<file path="src/rtl/rpd_pkg.sv">
package rpd_pkg;

  // Field widths.
  localparam int unsigned BYTE_W    = 8;
  localparam int unsigned POS_W     = 9;
  localparam int unsigned SIZE_W    = 9;
  localparam int unsigned CODE_W    = 7;
  localparam int unsigned ADDR_W    = 16;
  localparam int unsigned VALUE_W   = 16;
  localparam int unsigned STATUS_W  = 2;
  localparam int unsigned PHASE_W   = 2;

  // Packed result word: 74 bits of fields, padded to whole bytes.
  localparam int unsigned OUT_TDATA_W = 80;
  localparam int unsigned OUT_TUSER_W = 3;

  // Status codes.
  localparam logic [STATUS_W-1:0] STAT_BUSY   = 2'd0;
  localparam logic [STATUS_W-1:0] STAT_ACCEPT = 2'd1;
  localparam logic [STATUS_W-1:0] STAT_REJECT = 2'd2;

  // Byte positions within a packet.
  localparam logic [POS_W-1:0] POS_SEC_HIGH  = 9'd3;
  localparam logic [POS_W-1:0] POS_SEC_LOW   = 9'd4;
  localparam logic [POS_W-1:0] POS_TYPE      = 9'd5;
  localparam logic [POS_W-1:0] POS_SRC_HIGH  = 9'd6;
  localparam logic [POS_W-1:0] POS_SRC_LOW   = 9'd7;
  localparam logic [POS_W-1:0] POS_VERSION   = 9'd8;
  localparam logic [POS_W-1:0] POS_REC_FIRST = 9'd9;

  // A packet that passes the security check never ends before this count.
  localparam logic [POS_W-1:0] MIN_END_COUNT = 9'd5;

  // Record triple phases.
  localparam logic [PHASE_W-1:0] PH_ID      = 2'd0;
  localparam logic [PHASE_W-1:0] PH_VAL_HI  = 2'd1;
  localparam logic [PHASE_W-1:0] PH_VAL_LO  = 2'd2;

  typedef struct packed {
    logic [CODE_W-1:0] code;
    logic [SIZE_W-1:0] size;
  } sec_fields_t;

  // Even bits of the security word form the code; odd bits 1..13 and then
  // bits 14 and 15 form the size.
  function automatic sec_fields_t sec_decode(input logic [15:0] word);
    sec_fields_t f;
    for (int k = 0; k < 7; k++) begin
      f.code[k] = word[2*k];
      f.size[k] = word[2*k+1];
    end
    f.size[7] = word[14];
    f.size[8] = word[15];
    return f;
  endfunction

endpackage

</file>
<file path="src/rtl/radio_packet_receive_deframer_core.sv">
// Receive deframer for radio packets.
//
// Bytes enter one word at a time on the s_ channel. Every accepted byte
// produces exactly one result word on the m_ channel, carrying the byte's
// position, the decoded packet size, the captured header fields and, when
// an id/value triple completes, a record. m_tlast marks the byte that ends
// a packet; m_tuser carries the status and the record flag.
//
// The result of a byte is registered: it is valid after the edge at which
// the byte is accepted. Throughput is one byte per cycle while results are
// taken, set by the single register stage that holds the result. A new byte
// is taken while a result waits, as long as the receiver takes that result
// in the same cycle. When the receiver stalls, the result is held and
// s_tready drops until it is taken, so no byte is lost or repeated.
//
// Reset (rst, synchronous, active high) clears the packet state, the security
// code register and the output valid. The user must write the security code
// through cfg_we/cfg_wdata while the block is idle; it is not enforced.
module radio_packet_receive_deframer_core (
  input  logic                             clk,
  input  logic                             rst,
  // Configuration: security code.
  input  logic                             cfg_we,
  input  logic [rpd_pkg::CODE_W-1:0]       cfg_wdata,
  // Input bytes. tdata: data_byte[7:0].
  input  logic                             s_tvalid,
  output logic                             s_tready,
  input  logic [rpd_pkg::BYTE_W-1:0]       s_tdata,
  // Results. tdata: byte_index[8:0], packet_size[17:9], packet_type[25:18],
  // source_addr[41:26], format_version[49:42], record_id[57:50],
  // record_value[73:58], zero pad [79:74].
  output logic                             m_tvalid,
  input  logic                             m_tready,
  output logic [rpd_pkg::OUT_TDATA_W-1:0]  m_tdata,
  // tuser: status[1:0], record_valid[2]. tlast: packet_end.
  output logic [rpd_pkg::OUT_TUSER_W-1:0]  m_tuser,
  output logic                             m_tlast
);

  // Configuration register.
  logic [rpd_pkg::CODE_W-1:0] secure_code;

  // Packet state.
  logic [rpd_pkg::POS_W-1:0]   byte_count;
  logic [rpd_pkg::SIZE_W-1:0]  decoded_size;
  logic [rpd_pkg::BYTE_W-1:0]  sec_high;
  logic [rpd_pkg::BYTE_W-1:0]  type_hold;
  logic [rpd_pkg::ADDR_W-1:0]  source_hold;
  logic [rpd_pkg::BYTE_W-1:0]  version_hold;
  logic [rpd_pkg::BYTE_W-1:0]  rec_id_hold;
  logic [rpd_pkg::BYTE_W-1:0]  rec_value_high;
  // Position within the current id/value triple; replaces (pos - 9) mod 3.
  logic [rpd_pkg::PHASE_W-1:0] rec_phase;

  logic [rpd_pkg::POS_W-1:0]   byte_count_next;
  logic [rpd_pkg::SIZE_W-1:0]  decoded_size_next;
  logic [rpd_pkg::BYTE_W-1:0]  sec_high_next;
  logic [rpd_pkg::BYTE_W-1:0]  type_hold_next;
  logic [rpd_pkg::ADDR_W-1:0]  source_hold_next;
  logic [rpd_pkg::BYTE_W-1:0]  version_hold_next;
  logic [rpd_pkg::BYTE_W-1:0]  rec_id_hold_next;
  logic [rpd_pkg::BYTE_W-1:0]  rec_value_high_next;
  logic [rpd_pkg::PHASE_W-1:0] rec_phase_next;

  logic                        ended;
  logic [rpd_pkg::STATUS_W-1:0] status_next;
  logic                        rec_valid_next;
  logic [rpd_pkg::BYTE_W-1:0]  rec_id_next;
  logic [rpd_pkg::VALUE_W-1:0] rec_val_next;
  rpd_pkg::sec_fields_t        sec;

  logic s_accept;
  logic m_accept;

  assign s_tready = !m_tvalid || m_tready;
  assign s_accept = s_tvalid && s_tready;
  assign m_accept = m_tvalid && m_tready;

  assign sec = rpd_pkg::sec_decode({sec_high, s_tdata});

  always_comb begin
    sec_high_next       = sec_high;
    type_hold_next      = type_hold;
    source_hold_next    = source_hold;
    version_hold_next   = version_hold;
    rec_id_hold_next    = rec_id_hold;
    rec_value_high_next = rec_value_high;
    rec_phase_next      = rec_phase;
    decoded_size_next   = decoded_size;
    rec_valid_next      = 1'b0;
    rec_id_next         = '0;
    rec_val_next        = '0;
    ended               = 1'b0;
    status_next         = rpd_pkg::STAT_BUSY;

    // Header capture by position.
    if (byte_count == rpd_pkg::POS_SEC_HIGH) begin
      sec_high_next = s_tdata;
    end
    if (byte_count == rpd_pkg::POS_TYPE) begin
      type_hold_next = s_tdata;
    end
    if (byte_count == rpd_pkg::POS_SRC_HIGH) begin
      source_hold_next = {s_tdata, source_hold[7:0]};
    end
    if (byte_count == rpd_pkg::POS_SRC_LOW) begin
      source_hold_next = {source_hold[15:8], s_tdata};
    end
    if (byte_count == rpd_pkg::POS_VERSION) begin
      version_hold_next = s_tdata;
    end

    // Record triples from position 9 on.
    if (byte_count >= rpd_pkg::POS_REC_FIRST) begin
      unique case (rec_phase)
        rpd_pkg::PH_ID: begin
          rec_id_hold_next = s_tdata;
          rec_phase_next   = rpd_pkg::PH_VAL_HI;
        end
        rpd_pkg::PH_VAL_HI: begin
          rec_value_high_next = s_tdata;
          rec_phase_next      = rpd_pkg::PH_VAL_LO;
        end
        default: begin
          rec_valid_next = 1'b1;
          rec_id_next    = rec_id_hold;
          rec_val_next   = {rec_value_high, s_tdata};
          rec_phase_next = rpd_pkg::PH_ID;
        end
      endcase
    end

    byte_count_next = byte_count + 9'd1;

    // The low security byte checks the code and loads the size; later
    // bytes end the packet once the count reaches that size.
    if (byte_count == rpd_pkg::POS_SEC_LOW) begin
      if (sec.code != secure_code) begin
        ended       = 1'b1;
        status_next = rpd_pkg::STAT_REJECT;
      end else begin
        decoded_size_next = sec.size;
      end
    end else if (byte_count_next > rpd_pkg::MIN_END_COUNT &&
                 byte_count_next >= decoded_size) begin
      ended       = 1'b1;
      status_next = rpd_pkg::STAT_ACCEPT;
    end
  end

  always_ff @(posedge clk) begin
    if (rst) begin
      secure_code <= '0;
    end else if (cfg_we) begin
      secure_code <= cfg_wdata;
    end
  end

  // Packet state: cleared at reset and after the ending byte.
  always_ff @(posedge clk) begin
    if (rst || (s_accept && ended)) begin
      byte_count     <= '0;
      decoded_size   <= '0;
      sec_high       <= '0;
      type_hold      <= '0;
      source_hold    <= '0;
      version_hold   <= '0;
      rec_id_hold    <= '0;
      rec_value_high <= '0;
      rec_phase      <= rpd_pkg::PH_ID;
    end else if (s_accept) begin
      byte_count     <= byte_count_next;
      decoded_size   <= decoded_size_next;
      sec_high       <= sec_high_next;
      type_hold      <= type_hold_next;
      source_hold    <= source_hold_next;
      version_hold   <= version_hold_next;
      rec_id_hold    <= rec_id_hold_next;
      rec_value_high <= rec_value_high_next;
      rec_phase      <= rec_phase_next;
    end
  end

  // Result register.
  always_ff @(posedge clk) begin
    if (rst) begin
      m_tvalid <= 1'b0;
    end else if (s_accept) begin
      m_tvalid <= 1'b1;
    end else if (m_accept) begin
      m_tvalid <= 1'b0;
    end
  end

  always_ff @(posedge clk) begin
    if (s_accept) begin
      m_tlast <= ended;
      m_tuser <= {rec_valid_next, status_next};
      m_tdata <= {6'd0, rec_val_next, rec_id_next, version_hold_next,
                  source_hold_next, type_hold_next, decoded_size_next, byte_count};
    end
  end

  // The end mark and the status always agree.
  assert property (@(posedge clk) disable iff (rst)
    m_tvalid |-> (m_tlast == (m_tuser[1:0] != rpd_pkg::STAT_BUSY)))
    else $error("packet end and status disagree");

  // An ending byte restarts the count at position zero.
  assert property (@(posedge clk) disable iff (rst)
    (s_accept && ended) |=> (byte_count == '0 && rec_phase == rpd_pkg::PH_ID))
    else $error("packet state not cleared after end");

  // A record can never complete before position 11, the third byte of the first triple.
  assert property (@(posedge clk) disable iff (rst)
    (m_tvalid && m_tuser[2]) |-> (m_tdata[8:0] >= 9'd11))
    else $error("record emitted too early");

  // Rejection can only come from the low security byte.
  assert property (@(posedge clk) disable iff (rst)
    (m_tvalid && m_tuser[1:0] == rpd_pkg::STAT_REJECT) |->
      (m_tdata[8:0] == rpd_pkg::POS_SEC_LOW))
    else $error("reject outside security byte");

endmodule

</file>
<file path="config.mk">
export PLATFORM = sky130hd
export DESIGN_NAME = radio_packet_receive_deframer_core
export DESIGN_NICKNAME = d
export VERILOG_FILES = /design/src/rtl/rpd_pkg.sv /design/src/rtl/radio_packet_receive_deframer_core.sv
export SDC_FILE = /design/constraint.sdc
export NUM_CORES = 1
export LEC_CHECK = 0
export BUFFER_PORTS_ARGS = -buffer_cell sky130_fd_sc_hd__buf_2
export CORE_MARGIN = 2
export CORE_UTILIZATION = 29
export DETAILED_ROUTE_END_ITERATION = 16
export GPL_TIMING_DRIVEN = 0
export PLACE_DENSITY_LB_ADDON = 0.15
export SETUP_SLACK_MARGIN = 0.4
export SYNTH_ARGS = -nofsm -noshare
export SYNTH_HDL_FRONTEND = slang
export SYNTH_SLANG_ARGS = --single-unit
</file>
<file path="constraint.sdc">
create_clock -name clk -period 9.1 [get_ports clk]
set_clock_uncertainty 0.15 [all_clocks]
set_input_delay 1.82 -clock clk [delete_from_list [all_inputs] [get_ports clk]]
set_output_delay 1.82 -clock clk [all_outputs]
set_load 0.02 [all_outputs]
</file>
==> results of run 1 <==
-- stage by stage --
stage	hold WS, ps	instances
after global placement	272	1081
after CTS	284	1114
after global routing	305	1114
after detailed placement	268	1082
final	282	1114
after floorplan	253	660
-- worst max-delay path by stage --
stage | start | cells past startpoint | end
floorplan | m_tready | 5 | m_tdata[0]$_DFFE_PP_
global placement | m_tready | 8 | byte_count[6]$_SDFFE_PP0P_
detailed placement | m_tready | 9 | version_hold[5]$_SDFFE_PP0P_
CTS | m_tready | 3 | s_tready
global route | s_tdata[4] | 9 | decoded_size[7]$_SDFFE_PP0P_
finish | m_tready | 3 | s_tready
-- synthesized netlist by cell type (2+ instances only) --
cell / count / share of area
dfxtp_1: 84 / 0.24
edfxtp_1: 78 / 0.33
a21oi_1: 63 / 0.045
nand2_1: 55 / 0.029
nor2_1: 54 / 0.029
clkbuf_1: 34 / 0.018
mux2i_1: 31 / 0.044
mux2_2: 25 / 0.040
and3_1: 24 / 0.021
nand3_1: 20 / 0.014
and2_1: 17 / 0.015
a31o_2: 16 / 0.020
inv_1: 15 / 0.0080
o21ai_0: 14 / 0.0099
buf_2: 13 / 0.0092
ha_1: 12 / 0.021
nand4_1: 12 / 0.011
a211oi_1: 11 / 0.012
o211ai_1: 10 / 0.011
o21ai_1: 8 / 0.0057
xnor2_1: 8 / 0.0099
buf_4: 7 / 0.0075
buf_1: 4 / 0.0021
nor3_1: 4 / 0.0028
nor4_1: 4 / 0.0035
xor2_1: 4 / 0.0050
nor3b_1: 3 / 0.0032
a31oi_1: 2 / 0.0018
nor2b_1: 2 / 0.0018
-- power by group through the flow --
| stage | Sequential, W | Combinational (W) | Clock (W) |
|---|---|---|---|
| after floorplan | 0.000829 | 0.0000499 | 0 |
| after global placement | 0.000809 | 0.000116 | 0 |
| after detailed placement | 0.000807 | 0.000120 | 0 |
| after CTS | 0.000791 | 0.000120 | 0.000764 |
| after global routing | 0.000792 | 0.000129 | 0.000795 |
| final | 0.000790 | 0.000118 | 0.000746 |
-- cell usage in the layout (no fill, tap or decap), types with 10 or more instances in the layout --
| cell | synthesis | routed |
|---|---|---|
| a211oi_1 | 11 | 11 |
| a21oi_1 | 63 | 63 |
| a31o_2 | 16 | 16 |
| and2_1 | 17 | 17 |
| and3_1 | 24 | 24 |
| buf_2 | 13 | 110 |
| clkbuf_1 | 34 | 35 |
| clkbuf_16 | 0 | 17 |
| dfxtp_1 | 84 | 84 |
| edfxtp_1 | 78 | 78 |
| ha_1 | 12 | 12 |
| inv_1 | 15 | 15 |
| mux2_2 | 25 | 25 |
| mux2i_1 | 31 | 31 |
| nand2_1 | 55 | 55 |
| nand3_1 | 20 | 20 |
| nand4_1 | 12 | 12 |
| nor2_1 | 54 | 54 |
| o211ai_1 | 10 | 10 |
| o21ai_0 | 14 | 14 |
-- cell families (layout without fill, tap and decap cells) --
family                     after synthesis  after routing
other                                    1              6
buffers and inverters                   74            204
muxes                                   56             56
adders and majority gates               12             12
DFF                                    162            162
and+or+nand+nor                        205            205
xor gates and xnor gates                13             13
AOI/OAI and AO/OA                      132            132
-- state kept, by name, summed over array words and instances (netlist names) --
| name | flops |
|---|---|
| m_tdata | 74 |
| source_hold | 16 |
| byte_count | 9 |
| decoded_size | 9 |
| rec_id_hold | 8 |
| rec_value_high | 8 |
| sec_high | 8 |
| type_hold | 8 |
| version_hold | 8 |
| secure_code | 7 |
| m_tuser | 3 |
| rec_phase | 2 |
| m_tlast | 1 |
| m_tvalid | 1 |
-- worst reg2reg max path: cells and delay by family (launching register included) --
family,cells,cell delay [ps]
AOI/OAI and AO/OA,6,1390
adders and majority gates,2,610
DFF,1,570
buffers and inverters,1,380
xor gates and xnor gates,1,250
-- routing by layer --
metal,track usage,vias up,part of all wire
li1,-,2581,-
met1,0.211,2586,0.46
met2,0.250,120,0.47
met3,0.0294,25,0.050
met4,0.0577,0,0.019
met5,0,-,0
-- area by class of cell --
| cell class | instances | area, µm² | area share |
|---|---|---|---|
| flip-flops and latches | 162 | 4020 | 0.468 |
| multi-input cells | 424 | 2730 | 0.317 |
| repair buffers | 98 | 513 | 0.0596 |
| clock buffers | 19 | 433 | 0.0503 |
| well taps | 324 | 405 | 0.0471 |
| plain buffers | 59 | 269 | 0.0313 |
| clock inverters | 13 | 174 | 0.0202 |
| inverters | 15 | 56.3 | 0.00655 |
==> run metrics, run 1 <==
status=complete, no violations; clock-pin slew on the worst setup and hold paths=60 ps; period utilization=0.462; hold-critical path depth=0; via count=5312; Leakage=3.41 nW; Syn. warnings=0; sequence of cells on the critical path=buf_2, nand2b_1, buf_2; core area=24100 µm²; r2r endpoint=m_tlast$_DFFE_PP_; maximum clock insertion buffer count=2; Syn Inst Count=655; CP Data Arrival Time=2230 ps; Main synth FF type=dfxtp_1; setup TNS=0 ps; count of final setup violators=0; max cap viols=0; CP max FO=3; total CTS buffers=17; WL final=19600 µm; first-pass GRT wire length=30700 µm; utilization after layout=0.357; dpl hpwl=13700 µm; fin crit period=4200 ps; Synth Area in Simple Gates=0.143; post-synthesis mux area share=0.0839; Synth Area in XOR/XNOR=0.0181; Worst path most repeated cell=buf_2; R2R cell count=10; CTS tree=done; Rows=57; Layout fillers=2469; Switching Share=0.243; fmax=238 MHz; CP max-delay cell=buf_2; Critical path buffers and inverters=2; P_sw=0.000402 W; cell area after synthesis=7050 µm²; CP startpoint kind=input port; Tot GR Track Use=0.156; delay-heaviest family, CP=buffers and inverters; largest family of logic cells by synthesized area=simple AND/OR/NAND/NOR gates; CP peak stage delay=170 ps; R2R Setup Slk=5470 ps; area share of fa/ha/maj cells after synthesis=0.0213; HP Class=reg -> reg; clock sink count=162; Die Area=25600 µm²; Remaining DRCs=0; peak supply drop=0.0877 mV; crit path kind=in -> out; critical path required time=7130 ps; #FFs+latches synth=162; total grt overflow=0; Post-DP Area=7990 µm²; Routed WL per cell=17.6 µm; Setup crit end kind=output pin; layout cells sized above 1=0.251; Die W=160 µm; WHS Endpoint=m_tdata[5]$_DFFE_PP_; initial antenna violation count=1; RSZ-0062 raised after global routing=false; post-CTS setup buffer count=0; post-synthesis sequential area ratio=0.571; Worst Tran Pin Value=848 ps; gpl congestion=0.846; Clk Tree Root Cell=clkbuf_16; Yosys cell types=50; Comb power frac=0.072; hold wc startpoint=byte_count[5]$_SDFFE_PP0P_; Slew Limit Fails=0; post-cts resize count=0; Starting Density=0.293; largest net degree at the start of global routing=56; Die H=160 µm; DP Worst Slack=4560 ps; Int Pwr=0.00125 W; via/cell ratio=4.77; num ports=106; DRT Pass-1 Iters=4; EDFF count, synth=78; 1st-iter DRT viols=311; synthesis-to-finish area growth=21.9%; Design Area, Final=8600 µm²; FF-to-FF Start=byte_count[1]$_SDFFE_PP0P_; overall power=0.00165 W; endpoints failing hold=0; worst skew pair latency=430 ps; Syn Area/Cell=10.8 µm²; Final WS setup=4900 ps; fin nets=809; antenna cells=0; H-tree levels=4; vias in the first global route=5401; sequential share of power=0.478; PwrDens=192 nW/µm²; I/O Buffers=97; Post-synth ARST share=0; clock power share=0.451; Hold-fix buffers, CTS=0; compound-gate portion of the synthesized area=0.117; Rel. slew slack=0.434; remaining antenna violation count=0
(Power assumes the default switching activity.)
==> inputs of run 2 (changes only) <==
ABC_AREA = 1   (was not set)
clock period = 4.4 ns   (was 9.1 ns; I/O delays follow)
==> run 2 against run 1 <==
  * Non-clock buffer count fell by 25
  * Cell count rose by 7.5%
  * Hold slack improved by 82 ps
  * Critical path depth rose by 16
  * Register-to-register slack got worse by 4300 ps
==> run metrics, run 2 <==
HP Class=reg -> reg; num ports=106; worst skew pair latency=430 ps; most frequent cells in the layout=135 x nand2_1, 105 x buf_2, 89 x inv_1, 89 x nor2_1, 85 x o21ai_0; core area=24200 µm²; Syn. warnings=0; 1st-iter DRT viols=315; Starting Density=0.294; utilization after layout=0.358; Rows=57; #FFs+latches synth=162; remaining antenna violation count=0; Die Area=25800 µm²; Clk Tree Root Cell=clkbuf_16; Seq. cell area=4020 µm²; overall power=0.00392 W; DRT Pass-1 Iters=6; fin nets=892; worst hold slack=365 ps; maximum clock insertion buffer count=2; post-synthesis sequential area ratio=0.565; register name with the most flops=m_tdata; antenna cells=0; Main synth FF type=dfxtp_1; most instantiated cells after synthesis=135 x nand2_1, 90 x inv_1, 89 x nor2_1, 85 x o21ai_0, 84 x dfxtp_1; largest family of logic cells by synthesized area=simple AND/OR/NAND/NOR gates; I/O Buffers=99; commonest non-fill, non-tap cell in the layout=nand2_1; clock sink count=162; WL final=17400 µm; Synth Area in XOR/XNOR=0.0135; initial antenna violation count=0; count leader, synth=nand2_1; H-tree levels=4; peak supply drop=0.197 mV; CP Data Arrival Time=3350 ps; Tot GR Track Use=0.139; post-cts resize count=0; Setup crit end kind=flip-flop; Die H=161 µm; fmax=314 MHz; ranking of synthesized cells by area=edfxtp_1 33%, dfxtp_1 24%, nand2_1 7.1%; largest net degree at the start of global routing=36; Worst Tran Pin Value=780 ps; Design Area, Final=8680 µm²; clock-pin slew on the worst setup and hold paths=70 ps; count of final setup violators=0; Syn Area/Cell=9.69 µm²; Layout fillers=2546; Hold-fix buffers, CTS=0; Remaining DRCs=0; gpl congestion=0.794; CP startpoint kind=flip-flop; crit path kind=reg -> reg; leading area contributor after synthesis=edfxtp_1; max reg flops=74; Multi-input gate area=2540 µm²; via count=5068; first-pass GRT wire length=27400 µm; Slew Limit Fails=0; CTS tree=done; EDFF count, synth=78; post-CTS setup buffer count=0; synthesis-to-finish area growth=21.9%; period utilization=0.725; Post-DP Area=8090 µm²; via/cell ratio=4.23; Die W=161 µm; Post-synth ARST share=0; Regs by FF count=m_tdata x74, source_hold x16; CP max FO=10; critical path required time=4560 ps; Leakage=3.55 nW; vias in the first global route=4887; PwrDens=451 nW/µm²; Rel. slew slack=0.480; Synth top area share=0.329; Yosys cell types=36; post-synthesis mux area share=0.0337; dpl hpwl=12100 µm; Synth Area in Simple Gates=0.213; Routed WL per cell=14.5 µm; max cap viols=0; area share of fa/ha/maj cells after synthesis=0.0211; layout cells sized above 1=0.238; total CTS buffers=17; cell area after synthesis=7120 µm²; status=complete, no violations; setup TNS=0 ps; Syn Inst Count=735; total grt overflow=0; fin crit period=3190 ps; compound-gate portion of the synthesized area=0.0724; endpoints failing hold=0; RSZ-0062 raised after global routing=false
-- run 2: area by class of cell --
cell class | count | area share
flip-flops and latches | 162 | 0.463
multi-input cells | 452 | 0.292
repair buffers | 101 | 0.0617
clock buffers | 18 | 0.0494
well taps | 324 | 0.0467
inverters | 95 | 0.0415
plain buffers | 31 | 0.0256
clock inverters | 14 | 0.0194
-- run 2: critical path, cell delays in order (launching register included) --
cell,delay (ps)
dfxtp_1,610
ha_1,250
nand2_1,80
nor2_1,130
xor2_1,310
ha_1,190
a21boi_0,200
nand3_1,90
nand2_1,80
nand2_1,50
nand2_1,60
nand2_1,50
nand2_1,80
nand2_2,70
nand2_2,100
nand2_2,70
nand2_4,90
buf_8,180
buf_12,200
nor2_4,30
-- run 2: metrics by stage --
stage / std cells / worst slack, ps
2_1_floorplan: 740 / 813
3_3_place_gp: 1163 / -378
3_5_place_dp: 1165 / 1180
4_1_cts: 1197 / 1190
5_1_grt: 1197 / 834
6_report: 1197 / 1210
-- run 2: layer usage --
layer,track usage,vias up,wire [µm]
met4,0.0414,0,150
met1,0.193,2367,8650
met2,0.220,93,8020
met3,0.0279,8,534
met5,0,-,0
li1,-,2600,-
-- run 2: logic make-up after synthesis --
group	Yosys count
and+or+nand+nor	299
DFF	162
buffers and inverters	126
AOI/OAI and AO/OA	100
muxes	24
adders and majority gates	12
xor gates and xnor gates	11
other	1
-- run 2: power by group --
group / internal [W] / switching, W / total [W]
Combinational: 0.000210 / 0.000441 / 0.000650
Sequential: 0.00169 / 0.0000540 / 0.00175
Clock: 0.000859 / 0.000664 / 0.00152
Total: 0.00276 / 0.00116 / 0.00392
-- run 2: worst paths after layout --
| check | cells past startpoint | from | end | slack, ps |
|---|---|---|---|---|
| worst max register to register | 19 | byte_count[0]$_SDFFE_PP0P_ | source_hold[13]$_SDFFE_PP0P_ | 1210 |
| worst max-delay path | 19 | byte_count[0]$_SDFFE_PP0P_ | source_hold[13]$_SDFFE_PP0P_ | 1210 |
| worst min register to register | 2 | version_hold[1]$_SDFFE_PP0P_ | version_hold[1]$_SDFFE_PP0P_ | 360 |
| worst min-delay path | 2 | version_hold[1]$_SDFFE_PP0P_ | version_hold[1]$_SDFFE_PP0P_ | 360 |
==> inputs of run 3 (changes only) <==
ABC_AREA = 0   (was 1)
clock period = 2.99 ns   (was 4.4 ns; I/O delays follow)
==> run 3 against run 2 <==
  * Die area decreased by 0.96%
  * Hold slack lost 110 ps
  * Worst setup slack lost 1100 ps
  * Combinational power shrank 36%
  * Total power grew 25%
  * Cell count down 4.4%
  * Largest cell class unchanged
  * Largest power group unchanged
  * Highest routed layer is now met5
==> run metrics, run 3 (synthesis gave the netlist of run 1 again) <==
status=complete, no violations; fin nets=838; Design Area, Final=9320 µm²; fmax=350 MHz; Switching Share=0.254; max reg flops=74; Rows=57; Final WS setup=133 ps; 1st-iter DRT viols=392; dpl cells=1081; commonest non-fill, non-tap cell in the layout=buf_2; worst setup path startpoint=byte_count[5]$_SDFFE_PP0P_; dpl hpwl=13600 µm; HP Class=in -> reg; Layout fillers=2395; worst skew pair latency=420 ps; period utilization=0.956; CTS tree=done; DRT Pass-1 Iters=4; critical path required time=3200 ps; Comb power frac=0.085; fin crit period=2860 ps; maximum clock insertion buffer count=2; Starting Density=0.293; remaining antenna violation count=0; Die W=160 µm; r2r endpoint=source_hold[13]$_SDFFE_PP0P_; WL final=20800 µm; Rel. slew slack=0.358; Worst Tran Pin Value=962 ps; CP max FO=10; Clk Tree Root Cell=clkbuf_16; clock-pin slew on the worst setup and hold paths=60 ps; vias in the first global route=5691; Die Area=25600 µm²; Setup crit end=source_hold[13]$_SDFFE_PP0P_; Slew Limit Fails=0; overall power=0.00491 W; Leakage=3.70 nW; endpoints failing hold=0; most frequent cells in the layout=103 x buf_2, 78 x edfxtp_1, 77 x dfxtp_1; H-tree levels=4; RSZ-0062 raised after global routing=true; largest net degree at the start of global routing=88; R2R Setup Slk=130 ps; Remaining DRCs=0; initial antenna violation count=2; layout cells sized above 1=0.374; DP Worst Slack=-223 ps; register name with the most flops=m_tdata; Post-DP Area=8130 µm²; Routed WL per cell=18.2 µm; setup TNS=0 ps; clock power share=0.426; R2R cell count=13; via/cell ratio=4.84; num ports=106; core area=24100 µm²; PwrDens=527 nW/µm²; crit path kind=reg -> reg; synthesis-to-finish area growth=32.1%; gpl congestion=0.871; total CTS buffers=17; count of final setup violators=0; Regs by FF count=m_tdata x74, source_hold x16; Int Pwr=0.00367 W; CP Data Arrival Time=3060 ps; via count=5535; Post-Layout Cell Count=1144; sequential share of power=0.489; max cap viols=0; I/O Buffers=97; peak supply drop=0.289 mV; Die H=160 µm; CP startpoint kind=flip-flop; clock sink count=162; total grt overflow=0; Tot GR Track Use=0.163; P_sw=0.00125 W; Setup crit end kind=flip-flop; FF-to-FF Start=byte_count[5]$_SDFFE_PP0P_; first-pass GRT wire length=32400 µm
## run 3: cell types whose count changed in the layout (fill, tap and decap cells not counted), moves of 25 or more
cell     previous run  this run
mux2_2              0        25
nor2_1             89        53
o21ai_0            85         5
inv_1              89        14
nor2_4             40         1
a21oi_1             3        47
nand2_1           135        53
## run 3: per-layer routing
metal  routed length [µm]  GRT usage
met4                  418     0.0569
met3                  903     0.0379
met5                   13          0
met2                 9840      0.261
met1                 9620      0.218
## run 3: worst max-delay path, cell delays in order, from the launching register on
cell and delay [ps]:
dfxtp_2 330, buf_6 110, nand4_1 150, or2_0 250
buf_2 140, xnor2_1 120, ha_1 330, o21ai_2 150
a21oi_2 60, o311ai_4 350, buf_6 210, buf_12 150
nand4_1 110, a21oi_1 170
## run 3: power by group through the flow
stage               registers [W]  clock network (W)  logic [W]
detailed placement        0.00246                  0   0.000374
global route              0.00241            0.00224   0.000447
global placement          0.00246                  0   0.000370
finish                    0.00241            0.00209   0.000417
CTS                       0.00241            0.00214   0.000411
floorplan                 0.00252                  0   0.000167
## run 3: stage by stage
stage	util	hold WS (ps)
after CTS	0.379	250
after floorplan	-	257
after global placement	0.337	282
after global routing	0.386	246
after detailed placement	0.337	277
final	0.387	259
## run 3: area by class of cell
type | instances | area (µm²) | area share
multi-input cells | 425 | 3090 | 0.331
plain buffers | 59 | 400 | 0.0430
flip-flops and latches | 162 | 4040 | 0.434
diodes | 1 | 2.50 | 0.000269
inverters | 15 | 56.3 | 0.00604
clock buffers | 18 | 429 | 0.0461
clock inverters | 14 | 129 | 0.0138
repair buffers | 126 | 768 | 0.0824
well taps | 324 | 405 | 0.0435
## run 3: worst min path at each step
stage	start	to	slack [ps]	cells past startpoint
4_1_cts	cfg_wdata[0]	secure_code[0]$_SDFFE_PP0P_	250	3
3_5_place_dp	byte_count[7]$_SDFFE_PP0P_	m_tdata[7]$_DFFE_PP_	280	0
2_1_floorplan	byte_count[7]$_SDFFE_PP0P_	m_tdata[7]$_DFFE_PP_	260	0
6_report	cfg_wdata[5]	secure_code[5]$_SDFFE_PP0P_	260	3
3_3_place_gp	byte_count[7]$_SDFFE_PP0P_	m_tdata[7]$_DFFE_PP_	280	0
5_1_grt	cfg_wdata[0]	secure_code[0]$_SDFFE_PP0P_	250	3
## run 3: timing repair
action,CTS,global route
buffers inserted,22,4
endpoints found under the setup margin,197,177
cloned,2,2
resized for setup,67,40
pin swaps,12,11
hold buffers,0,0
